### config.mk
export PLATFORM = sky130hd
export DESIGN_NAME = line_point_generator
export DESIGN_NICKNAME = d
export VERILOG_FILES = /design/src/hw/rtl/lpg_pkg.sv /design/src/hw/rtl/lpg_front.sv /design/src/hw/rtl/lpg_fifo.sv /design/src/hw/rtl/lpg_back.sv /design/src/hw/rtl/line_point_generator.sv
export SDC_FILE = /design/constraint.sdc
export NUM_CORES = 1
export LEC_CHECK = 0
export BUFFER_PORTS_ARGS = -buffer_cell sky130_fd_sc_hd__buf_2
export CAP_MARGIN = 10
export CORE_ASPECT_RATIO = 2
export CORE_MARGIN = 2
export CORE_UTILIZATION = 60
export CTS_CLUSTER_SIZE = 12
export DETAILED_ROUTE_END_ITERATION = 8
export PLACE_DENSITY = 0.83
export REMOVE_ABC_BUFFERS = 1
export SLEW_MARGIN = 20
export SYNTH_ARGS = -nofsm -noshare
export SYNTH_HDL_FRONTEND = slang
export SYNTH_SLANG_ARGS = --single-unit
### constraint.sdc
create_clock -name aclk -period 12 [get_ports aclk]
set_clock_uncertainty 0.1 [all_clocks]
set_input_delay 2.4 -clock aclk [delete_from_list [all_inputs] [get_ports aclk]]
set_output_delay 2.4 -clock aclk [all_outputs]
set_load 0.05 [all_outputs]
### src/hw/rtl/lpg_pkg.sv
// Package for the line point generator: types, constants and register codes.
// Shared by lpg_front, lpg_fifo, lpg_back and line_point_generator.
// Depends on nothing.
package lpg_pkg;

    localparam int LPG_SIDE   = 64;
    localparam int COORD_W    = 6;
    localparam int LPG_QDEPTH = 2;
    localparam int SIZE_W     = 7;
    localparam int PEN_W      = 8;
    localparam int ADDR_W     = 4;
    localparam int DATA_W     = 32;

    localparam logic [SIZE_W-1:0] WIDTH_RESET  = 7'd64;
    localparam logic [SIZE_W-1:0] HEIGHT_RESET = 7'd64;
    localparam logic [PEN_W-1:0]  PEN_RESET    = 8'd42;

    typedef logic [COORD_W-1:0] coord_t;

    // One classified line command as it waits in the queue.
    typedef struct packed {
        coord_t sx;
        coord_t sy;
        coord_t adx;
        coord_t ady;
        coord_t n;
        logic   x_neg;
        logic   y_neg;
    } cmd_t;

    typedef enum logic {
        ST_IDLE,
        ST_RUN
    } back_state_t;

    typedef enum logic [1:0] {
        REG_CANVAS_WIDTH  = 2'd0,
        REG_CANVAS_HEIGHT = 2'd1,
        REG_PEN_CODE      = 2'd2
    } reg_index_t;

endpackage

### src/hw/rtl/lpg_front.sv
// Front part of the line point generator: accepts a command, clamps the
// endpoints and works out the step counts and directions.
// Depends on lpg_pkg.
module lpg_front #(
    parameter int SIDE = lpg_pkg::LPG_SIDE
) (
    input  logic          s_tvalid,
    output logic          s_tready,
    input  logic [23:0]   s_tdata,  // start_x, start_y, end_x, end_y
    input  logic          q_full,
    output logic          q_push,
    output lpg_pkg::cmd_t q_cmd
);
    import lpg_pkg::*;

    localparam coord_t MAX_COORD = coord_t'(SIDE - 1);

    coord_t sx, sy, ex, ey;
    coord_t adx, ady;

    function automatic coord_t clamp(input coord_t v);
        clamp = (v > MAX_COORD) ? MAX_COORD : v;
    endfunction

    always_comb begin
        sx  = clamp(s_tdata[5:0]);
        sy  = clamp(s_tdata[11:6]);
        ex  = clamp(s_tdata[17:12]);
        ey  = clamp(s_tdata[23:18]);
        adx = (ex >= sx) ? (ex - sx) : (sx - ex);
        ady = (ey >= sy) ? (ey - sy) : (sy - ey);

        q_cmd.sx    = sx;
        q_cmd.sy    = sy;
        q_cmd.adx   = adx;
        q_cmd.ady   = ady;
        q_cmd.n     = (adx > ady) ? adx : ady;
        q_cmd.x_neg = (ex < sx);
        q_cmd.y_neg = (ey < sy);
    end

    assign s_tready = !q_full;
    assign q_push   = s_tvalid && !q_full;

endmodule

### src/hw/rtl/lpg_fifo.sv
// Short command queue between the front and the back part.
// Depends on lpg_pkg.
module lpg_fifo (
    input  logic          aclk,
    input  logic          aresetn,
    input  logic          push,
    input  lpg_pkg::cmd_t wr_cmd,
    output logic          full,
    input  logic          pop,
    output lpg_pkg::cmd_t rd_cmd,
    output logic          empty
);
    import lpg_pkg::*;

    localparam int PTR_W = (LPG_QDEPTH > 1) ? $clog2(LPG_QDEPTH) : 1;
    localparam int CNT_W = $clog2(LPG_QDEPTH + 1);

    cmd_t             mem_reg [LPG_QDEPTH];
    logic [PTR_W-1:0] wr_ptr_reg, wr_ptr_next;
    logic [PTR_W-1:0] rd_ptr_reg, rd_ptr_next;
    logic [CNT_W-1:0] count_reg, count_next;

    function automatic logic [PTR_W-1:0] bump(input logic [PTR_W-1:0] p);
        bump = (p == PTR_W'(LPG_QDEPTH - 1)) ? '0 : p + 1'b1;
    endfunction

    always_comb begin
        wr_ptr_next = push ? bump(wr_ptr_reg) : wr_ptr_reg;
        rd_ptr_next = pop  ? bump(rd_ptr_reg) : rd_ptr_reg;
        count_next  = count_reg;
        if (push && !pop) begin
            count_next = count_reg + 1'b1;
        end else if (pop && !push) begin
            count_next = count_reg - 1'b1;
        end
    end

    always_ff @(posedge aclk) begin
        if (!aresetn) begin
            wr_ptr_reg <= '0;
            rd_ptr_reg <= '0;
            count_reg  <= '0;
        end else begin
            wr_ptr_reg <= wr_ptr_next;
            rd_ptr_reg <= rd_ptr_next;
            count_reg  <= count_next;
        end
    end

    always_ff @(posedge aclk) begin
        if (push) begin
            mem_reg[wr_ptr_reg] <= wr_cmd;
        end
    end

    assign rd_cmd = mem_reg[rd_ptr_reg];
    assign full   = (count_reg == CNT_W'(LPG_QDEPTH));
    assign empty  = (count_reg == '0);

endmodule

### src/hw/rtl/lpg_back.sv
// Back part of the line point generator: steps through the points of one
// command with remainder accumulators and drives the registered output.
// Depends on lpg_pkg.
module lpg_back (
    input  logic                         aclk,
    input  logic                         aresetn,
    input  lpg_pkg::cmd_t                q_cmd,
    input  logic                         q_empty,
    output logic                         q_pop,
    input  logic [lpg_pkg::SIZE_W-1:0]   canvas_width,
    input  logic [lpg_pkg::SIZE_W-1:0]   canvas_height,
    input  logic [lpg_pkg::PEN_W-1:0]    pen_code,
    output logic                         m_tvalid,
    input  logic                         m_tready,
    output logic [23:0]                  m_tdata,  // point_x, point_y, color, zero pad
    output logic [0:0]                   m_tuser,  // inside_res
    output logic                         m_tlast
);
    import lpg_pkg::*;

    back_state_t state_reg, state_next;
    cmd_t        cmd_reg;
    coord_t      x_reg, x_next;
    coord_t      y_reg, y_next;
    coord_t      accx_reg, accx_next;
    coord_t      accy_reg, accy_next;
    coord_t      cnt_reg;
    logic        advance;
    logic        is_last;

    logic               out_valid_reg;
    coord_t             out_x_reg, out_y_reg;
    logic               out_inside_reg, out_last_reg;
    logic [PEN_W-1:0]   out_color_reg;

    logic [COORD_W:0]   sum_x, sum_y;
    logic               wrap_x, wrap_y;

    assign is_last = (cnt_reg == '0);

    always_comb begin
        state_next = state_reg;
        case (state_reg)
            ST_IDLE: begin
                if (!q_empty) begin
                    state_next = ST_RUN;
                end
            end
            ST_RUN: begin
                if (advance && is_last) begin
                    state_next = ST_IDLE;
                end
            end
            default: state_next = ST_IDLE;
        endcase
    end

    always_comb begin
        q_pop   = 1'b0;
        advance = 1'b0;
        case (state_reg)
            ST_IDLE: q_pop   = !q_empty;
            ST_RUN:  advance = !out_valid_reg || m_tready;
            default: begin
                q_pop   = 1'b0;
                advance = 1'b0;
            end
        endcase
    end

    // The offset along each axis is floor(i*d/n); the accumulator keeps the
    // remainder, and since d never exceeds n one subtraction suffices.
    always_comb begin
        sum_x  = {1'b0, accx_reg} + {1'b0, cmd_reg.adx};
        sum_y  = {1'b0, accy_reg} + {1'b0, cmd_reg.ady};
        wrap_x = (sum_x >= {1'b0, cmd_reg.n});
        wrap_y = (sum_y >= {1'b0, cmd_reg.n});
        accx_next = wrap_x ? COORD_W'(sum_x - {1'b0, cmd_reg.n}) : sum_x[COORD_W-1:0];
        accy_next = wrap_y ? COORD_W'(sum_y - {1'b0, cmd_reg.n}) : sum_y[COORD_W-1:0];
        x_next = x_reg;
        y_next = y_reg;
        if (wrap_x) begin
            x_next = cmd_reg.x_neg ? x_reg - 1'b1 : x_reg + 1'b1;
        end
        if (wrap_y) begin
            y_next = cmd_reg.y_neg ? y_reg - 1'b1 : y_reg + 1'b1;
        end
    end

    always_ff @(posedge aclk) begin
        if (!aresetn) begin
            state_reg     <= ST_IDLE;
            out_valid_reg <= 1'b0;
        end else begin
            state_reg <= state_next;
            if (advance) begin
                out_valid_reg <= 1'b1;
            end else if (m_tready) begin
                out_valid_reg <= 1'b0;
            end
        end
    end

    always_ff @(posedge aclk) begin
        if (q_pop) begin
            cmd_reg  <= q_cmd;
            x_reg    <= q_cmd.sx;
            y_reg    <= q_cmd.sy;
            accx_reg <= '0;
            accy_reg <= '0;
            cnt_reg  <= q_cmd.n;
        end else if (advance && !is_last) begin
            x_reg    <= x_next;
            y_reg    <= y_next;
            accx_reg <= accx_next;
            accy_reg <= accy_next;
            cnt_reg  <= cnt_reg - 1'b1;
        end
        if (advance) begin
            out_x_reg      <= x_reg;
            out_y_reg      <= y_reg;
            out_inside_reg <= ({1'b0, x_reg} < canvas_width) &&
                              ({1'b0, y_reg} < canvas_height);
            out_color_reg  <= pen_code;
            out_last_reg   <= is_last;
        end
    end

    assign m_tvalid = out_valid_reg;
    assign m_tdata  = {4'b0000, out_color_reg, out_y_reg, out_x_reg};
    assign m_tuser  = out_inside_reg;
    assign m_tlast  = out_last_reg;

endmodule

### src/hw/rtl/line_point_generator.sv
// Top level of the line point generator: configuration registers, front part,
// command queue and back part. Depends on lpg_pkg, lpg_front, lpg_fifo, lpg_back.
//
//   Channel  Ports                              Carries
//   input    s_tvalid s_tready s_tdata          one line command
//   output   m_tvalid m_tready m_tdata m_tuser  one point, m_tlast on the final one
//   config   psel penable pwrite paddr pwdata   canvas_width, canvas_height, pen_code
//
// For a line of n+1 points the back part first loads the command from the
// queue, then the stepping unit gives one point per cycle unless m_tready stalls.
// The queue holds two commands, so the front can take two more while a line runs.
// Reset is synchronous and clears control state and the registers to defaults.
// A stall on m_tready holds the output register and the stepping unit.
module line_point_generator #(
    parameter int SIDE = lpg_pkg::LPG_SIDE
) (
    input  logic                        aclk,
    input  logic                        aresetn,
    input  logic                        s_tvalid,
    output logic                        s_tready,
    input  logic [23:0]                 s_tdata,  // start_x, start_y, end_x, end_y
    output logic                        m_tvalid,
    input  logic                        m_tready,
    output logic [23:0]                 m_tdata,  // point_x, point_y, color, zero pad
    output logic [0:0]                  m_tuser,  // inside_res
    output logic                        m_tlast,
    input  logic                        psel,
    input  logic                        penable,
    input  logic                        pwrite,
    input  logic [lpg_pkg::ADDR_W-1:0]  paddr,
    input  logic [lpg_pkg::DATA_W-1:0]  pwdata,
    output logic [lpg_pkg::DATA_W-1:0]  prdata,
    output logic                        pready
);
    import lpg_pkg::*;

    logic [SIZE_W-1:0] canvas_width_reg;
    logic [SIZE_W-1:0] canvas_height_reg;
    logic [PEN_W-1:0]  pen_code_reg;
    logic              cfg_write;
    logic [1:0]        cfg_index;

    cmd_t front_cmd, back_cmd;
    logic q_push, q_pop, q_full, q_empty;

    assign pready    = 1'b1;
    assign cfg_write = psel && penable && pwrite && pready;
    assign cfg_index = paddr[3:2];

    always_ff @(posedge aclk) begin
        if (!aresetn) begin
            canvas_width_reg  <= WIDTH_RESET;
            canvas_height_reg <= HEIGHT_RESET;
            pen_code_reg      <= PEN_RESET;
        end else if (cfg_write) begin
            case (cfg_index)
                REG_CANVAS_WIDTH:  canvas_width_reg  <= pwdata[SIZE_W-1:0];
                REG_CANVAS_HEIGHT: canvas_height_reg <= pwdata[SIZE_W-1:0];
                REG_PEN_CODE:      pen_code_reg      <= pwdata[PEN_W-1:0];
                default: ;
            endcase
        end
    end

    always_comb begin
        case (cfg_index)
            REG_CANVAS_WIDTH:  prdata = DATA_W'(canvas_width_reg);
            REG_CANVAS_HEIGHT: prdata = DATA_W'(canvas_height_reg);
            REG_PEN_CODE:      prdata = DATA_W'(pen_code_reg);
            default:           prdata = '0;
        endcase
    end

    lpg_front #(
        .SIDE (SIDE)
    ) u_front (
        .s_tvalid (s_tvalid),
        .s_tready (s_tready),
        .s_tdata  (s_tdata),
        .q_full   (q_full),
        .q_push   (q_push),
        .q_cmd    (front_cmd)
    );

    lpg_fifo u_fifo (
        .aclk    (aclk),
        .aresetn (aresetn),
        .push    (q_push),
        .wr_cmd  (front_cmd),
        .full    (q_full),
        .pop     (q_pop),
        .rd_cmd  (back_cmd),
        .empty   (q_empty)
    );

    lpg_back u_back (
        .aclk          (aclk),
        .aresetn       (aresetn),
        .q_cmd         (back_cmd),
        .q_empty       (q_empty),
        .q_pop         (q_pop),
        .canvas_width  (canvas_width_reg),
        .canvas_height (canvas_height_reg),
        .pen_code      (pen_code_reg),
        .m_tvalid      (m_tvalid),
        .m_tready      (m_tready),
        .m_tdata       (m_tdata),
        .m_tuser       (m_tuser),
        .m_tlast       (m_tlast)
    );

`ifndef SYNTHESIS
    localparam coord_t MAX_POINT = coord_t'(SIDE - 1);

    a_reset_clears_output: assert property (@(posedge aclk)
        !aresetn |=> !m_tvalid)
        else $error("output valid after reset");

    a_pop_needs_command: assert property (@(posedge aclk) disable iff (!aresetn)
        q_pop |-> !q_empty)
        else $error("back part took a command from an empty queue");

    a_point_on_grid: assert property (@(posedge aclk) disable iff (!aresetn)
        m_tvalid |-> (m_tdata[5:0] <= MAX_POINT) && (m_tdata[11:6] <= MAX_POINT))
        else $error("point beyond the grid");
`endif

endmodule
==> Word-level counts from Yosys, hierarchy flattened <==
Memory sizes are Yosys's and may differ from the RTL's. A register that Yosys moved wholly into a read port is not among the register bits.
Index checks and enable logic that the tools add are counted.
{ "op_classes": {"n_addsub": 17, "order_cmp": 13, "n_eq_ne": 3, "n_mux": 35, "n_bitwise": 1, "reduce_logical": 28} }
{ "op_table": {"columns": ["operator", "n"], "rows": [
  ["$mux W6", 19],
  ["$sub A6 B6 Y6", 6],
  ["$gt A6 B6 Y1 const B", 4],
  ["$pmux W8 S3", 1],
  ["$sub A6 B1 Y6 const B", 3],
  ["$add A6 B6 Y7", 2],
  ["$ge A7 B6 Y1", 2],
  ["$lt A6 B7 Y1", 2],
  ["$add A6 B1 Y6 const B", 2],
  ["$ge A6 B6 Y1", 2],
  ["$lt A6 B6 Y1", 2],
  ["$mux W1", 12],
  ["$reduce_and A2 Y1", 5],
  ["$reduce_bool A2 Y1", 5],
  ["$logic_and A1 B1 Y1", 8],
  ["$gt A6 B6 Y1", 1],
  ["$logic_not A1 Y1", 6],
  ["$logic_not A6 Y1", 1],
  ["$eq A2 B2 Y1 const B", 2],
  ["$logic_not A2 Y1", 2],
  ["$mux W2", 2],
  ["$add A1 B1 Y1 const B", 2],
  ["$add A2 B1 Y2 const B", 1],
  ["$eq A2 B1 Y1 const B", 1],
  ["4 further kinds", 4]
]} }
{ "word_totals": {"regBits": 100, "ramBits": 64, "out_inout_bits": 61, "elab_cells": 121, "memories": 1} }
{ "memory_table": {"columns": ["memory", "words", "word_bits", "rd", "rd_ports_with_merged_regs", "write_ports", "line_no", "rtl"], "rows": [
  ["u_fifo.mem_reg", 2, 32, 1, 1, 1, "lpg_fifo.sv:18", "cmd_t mem_reg [LPG_QDEPTH];"]
]} }

==> Logic depth before layout (Yosys ltp) <==
{ "depth": {"word_depth": 7, "mapped_depth": 17} }

==> Cells and area by module <==
Synthesis repeated with hierarchy kept, for this count alone.
{ "unflattened": {"hier_cells": 870, "hier_area_um2": 9610.5} }
{ "by_module_without_submodules": {"columns": ["module", "instances", "cells_per_inst", "area_each_um2"], "rows": [
  ["lpg_back", 1, 414, 4451.8],
  ["lpg_fifo", 1, 122, 2528.7],
  ["lpg_front", 1, 192, 1388.8],
  ["line_point_generator", 1, 142, 1241.2]
]} }

==> Worst setup path after synthesis <==
OpenSTA, ideal clock, no wires.
{ "synth_path": {"kind": "input-to-output", "start": "input port paddr[2] (netlist name)", "end": "output port prdata[2] (netlist name)", "arrival_ns": 4.298, "required_time_ns": 9.500, "setup_slack_ns": 5.202, "stages": 4, "cell_sequence": "clkbuf_1 clkbuf_1 mux2i_1 o21ai_0"} }
{ "synth_between": {"elab_chain_cells": 2} }
{ "synth_lines": {"columns": ["element", "line_no", "rtl"], "rows": [
  ["from (decl)", "line_point_generator.sv:30", "input logic [lpg_pkg::ADDR_W-1:0] paddr,"],
  ["$eq A2 B2 Y1 (tied with other cells)", "line_point_generator.sv:66", "case (cfg_index)"],
  ["$pmux W8 S3 (*)", "line_point_generator.sv:66", null],
  ["to (decl)", "line_point_generator.sv:32", "output logic [lpg_pkg::DATA_W-1:0] prdata,"]
]} }
Every way passes the cells marked *; elsewhere a longest branch is shown, timed or not.

==> out/metrics.cfg <==
[critical_path]
worstPathMaxFanout=6
cp.arrival_ns=6.46
required_ns=12.08
timing.rr.start=u_back.cmd_reg[14]
crit_chain=buf_2 -> ha_1 -> fa_1 -> nor2b_1 -> o311ai_4 -> a2111oi_4 -> nor2_2 -> mux2i_1 -> ha_1 -> nor2b_1 -> o21a_1 -> o21ai_0 -> a21oi_1 -> nor2_1 -> a31oi_1 -> mux2_2
r2r_cells=10
reg2reg_to=u_back.x_reg[1]
ff2ff_setup_slack_ns=8.19
cpPeakStageDelay_ns=0.61
endpoint_kind=flip-flop
start_kind=input port
cpMaxStageDelayCell=a31oi_1
crit_type=in2reg

[power_and_ir_drop]
ir_drop_v=0.000143
power_density_nw_per_um2=288
leakage_nw=4.16

[clocking]
cts_resized=0
clock_latency_ns=0.42
ctsHoldBuffers=0
clock_sinks=165
clkSlewWorstSetupHoldPaths_ns=0.06
tritoncts=built
cts_max_level=4
clockBufferDepth=2
cts_root_buf=clkbuf_16
post_cts_buffers=0
cts_buffers=17

[detailed_routing]
vias=5876
ant_nets=0
viasPerCell=5.49
finalWirelength_um=17900
remaining_drc_errors=0
wire_per_inst_um=16.7
drt-pass1-iter-count=5
drt_iter0_markers=322

[synthesis]
ys_types=48
yosys.area_share.simple_pct=8.44
yosys.area_share.adder_pct=12.3
async_reset_ff_share_pct=0
synth_mux_area_share_pct=7.24
netlist_area_um2=9070
synth_seq_cells=165
synth_top_family_by_area=adder cells
synth-compound-area-share_pct=10.7
syn_area_per_cell_um2=11.2
yosysWarnings=0
synth_edf_count=124
ys_seq_area_share_pct=50.1
synth-main-ff-cell=edfxtp_1
synth_top_area_cell=edfxtp_1
ys_top_cells_by_area=edfxtp_1 41%, ha_1 9.4%, dfxtp_1 9.1%
postSynthCellCount=808
synth_top_area_share_pct=41.1
synthXorXnorAreaFrac_pct=3.96

[timing]
hold_viol_final=0
min_period_ns=6.38
finalMaxSlewViolations=0
setup_viol=0
rsz0062_at_grt=false
period_share_pct=53.2
slew_headroom_pct=26.9
finalHoldWorstSlack_ns=0.367
max_freq_ghz=0.157
fin_setup_tns_ns=0
worst_pin_slew_ns=1.09

[global_route]
grt_pass1_wl_um=29100
grt_max_degree=44
antenna_found_initial=0
grt_pass1_vias=6034
grt_usage_pct=23.2
overflow=0

[floorplanning]
initial_utilization_pct=61.2
ios=128
rows=63
die_h_um=178
die_w_um=90.9
core-area_um2=14800
die-area_um2=16200

[place]
gp_congestion=0.845
hpwlAfterDp_um=13300
port_buffers=72

[outcome]
status=complete, no violations

[final_layout]
diodes=0
drive_above_1_share_pct=16.2
multiInputGateArea_um2=3980
largest_reg_flops=64
fill_cells=1101
final_nets=1008
syn2layout_area_growth_pct=10.9
regArea_um2=4540

[min_path]
min_to=u_back.out_color_reg[7]
worstHoldStart=pen_code_reg[7]
hp-class=reg2reg
holdPathStages=0

[job]
maxCapViolations=0

-- cells in the mapped netlist (12+ instances only) --
cell type  instances
edfxtp_1         124
xor2_1            12
a21boi_0          17
xnor2_1           29
inv_1             75
nor2b_1           21
dfxtp_1           41
clkbuf_1          38
buf_4             29
nand3_1           20
nor2_1            34
ha_1              68
mux2i_1           42
a21oi_1           42
nand2_1           54
a21o_1            12
mux2_2            21
o21ai_0           40
-- per-layer routing --
layer	vias up	track usage (%)	wire length, µm	share of wire (%)
met5	-	0	0	0
met4	0	11.9	712	4.0
met3	45	4.25	576	3.2
met2	162	45.2	10300	57
met1	2797	22.6	6340	35
li1	2872	-	-	-
-- kinds of logic (layout without fill, tap and decap cells) --
group | count (synthesis) | in the layout
simple gates | 160 | 160
flops | 165 | 165
compound gates | 149 | 149
other cells | 2 | 29
buf+inv | 144 | 185
mux | 63 | 63
fa+ha+maj | 84 | 84
xor+xnor | 41 | 41
-- per-stage QoR --
step / setup WS (ns) / util (%) / total power [mW] / cells / area [µm²]
after floorplan: 5.91 / - / 2.02 / 766 / 8800
after global placement: 5.29 / 63.8 / 2.29 / 1039 / 9460
after detailed placement: 5.16 / 63.8 / 2.34 / 1039 / 9460
after CTS: 5.58 / 67.8 / 2.90 / 1071 / 10100
after global routing: 5.40 / 67.8 / 3.09 / 1071 / 10100
final: 5.62 / 67.8 / 2.90 / 1071 / 10100
-- layout by cell type, fill, tap and decap left out, types with 4 or more instances in the layout --
| cell type | n |
|---|---|
| dfxtp_1 | 41 |
| nand3_1 | 20 |
| edfxtp_1 | 124 |
| a21oi_1 | 42 |
| conb_1 | 29 |
| a211oi_1 | 10 |
| a21boi_0 | 17 |
| clkbuf_16 | 17 |
| nor2_1 | 33 |
| mux2_2 | 21 |
| buf_2 | 72 |
| nand2b_1 | 7 |
| mux2i_1 | 42 |
| xnor2_1 | 29 |
| xor2_1 | 12 |
| and2_1 | 5 |
| o21bai_1 | 6 |
| ha_1 | 68 |
| a21o_1 | 12 |
| or3_1 | 4 |
| a211o_1 | 4 |
| fa_1 | 10 |
| o21a_1 | 5 |
| maj3_1 | 6 |
| o21ai_0 | 40 |
| nand2_1 | 54 |
| nor2b_1 | 20 |
| inv_1 | 75 |
| buf_4 | 6 |
-- worst max-delay path by stage --
stage                start                    to  cells past startpoint
6_report        s_tdata[0]  u_fifo.mem_reg[1][3]                     16
2_1_floorplan     paddr[2]             prdata[6]                      2
4_1_cts         s_tdata[0]  u_fifo.mem_reg[1][3]                     16
3_5_place_dp    s_tdata[0]  u_fifo.mem_reg[0][3]                     16
3_3_place_gp    s_tdata[0]  u_fifo.mem_reg[0][3]                     16
5_1_grt        s_tdata[12]  u_fifo.mem_reg[1][3]                     17
-- power by group --
part / total (mW) / switching [mW] / internal [mW]
Clock: 0.544 / 0.232 / 0.312
Combinational: 1.41 / 0.837 / 0.576
Sequential: 0.940 / 0.0850 / 0.855
-- worst max-delay path, delay by kind of cell --
kind / cells / cell delay (ns)
and+or+nand+nor: 4 / 0.69
muxes: 2 / 0.97
buffers and inverters: 1 / 0.12
adders and majority gates: 3 / 0.90
AOI/OAI and AO/OA: 6 / 1.35
-- layout make-up --
| type | count | share of cell area, % |
|---|---|---|
| flip-flops and latches | 165 | 45.2 |
| multi-input cells | 526 | 39.6 |
| well taps | 195 | 2.43 |
| clock inverters | 15 | 1.68 |
| repair buffers | 78 | 4.03 |
| inverters | 75 | 2.80 |
| clock buffers | 17 | 4.23 |
Note: power is estimated with default switching activity, not from simulation.
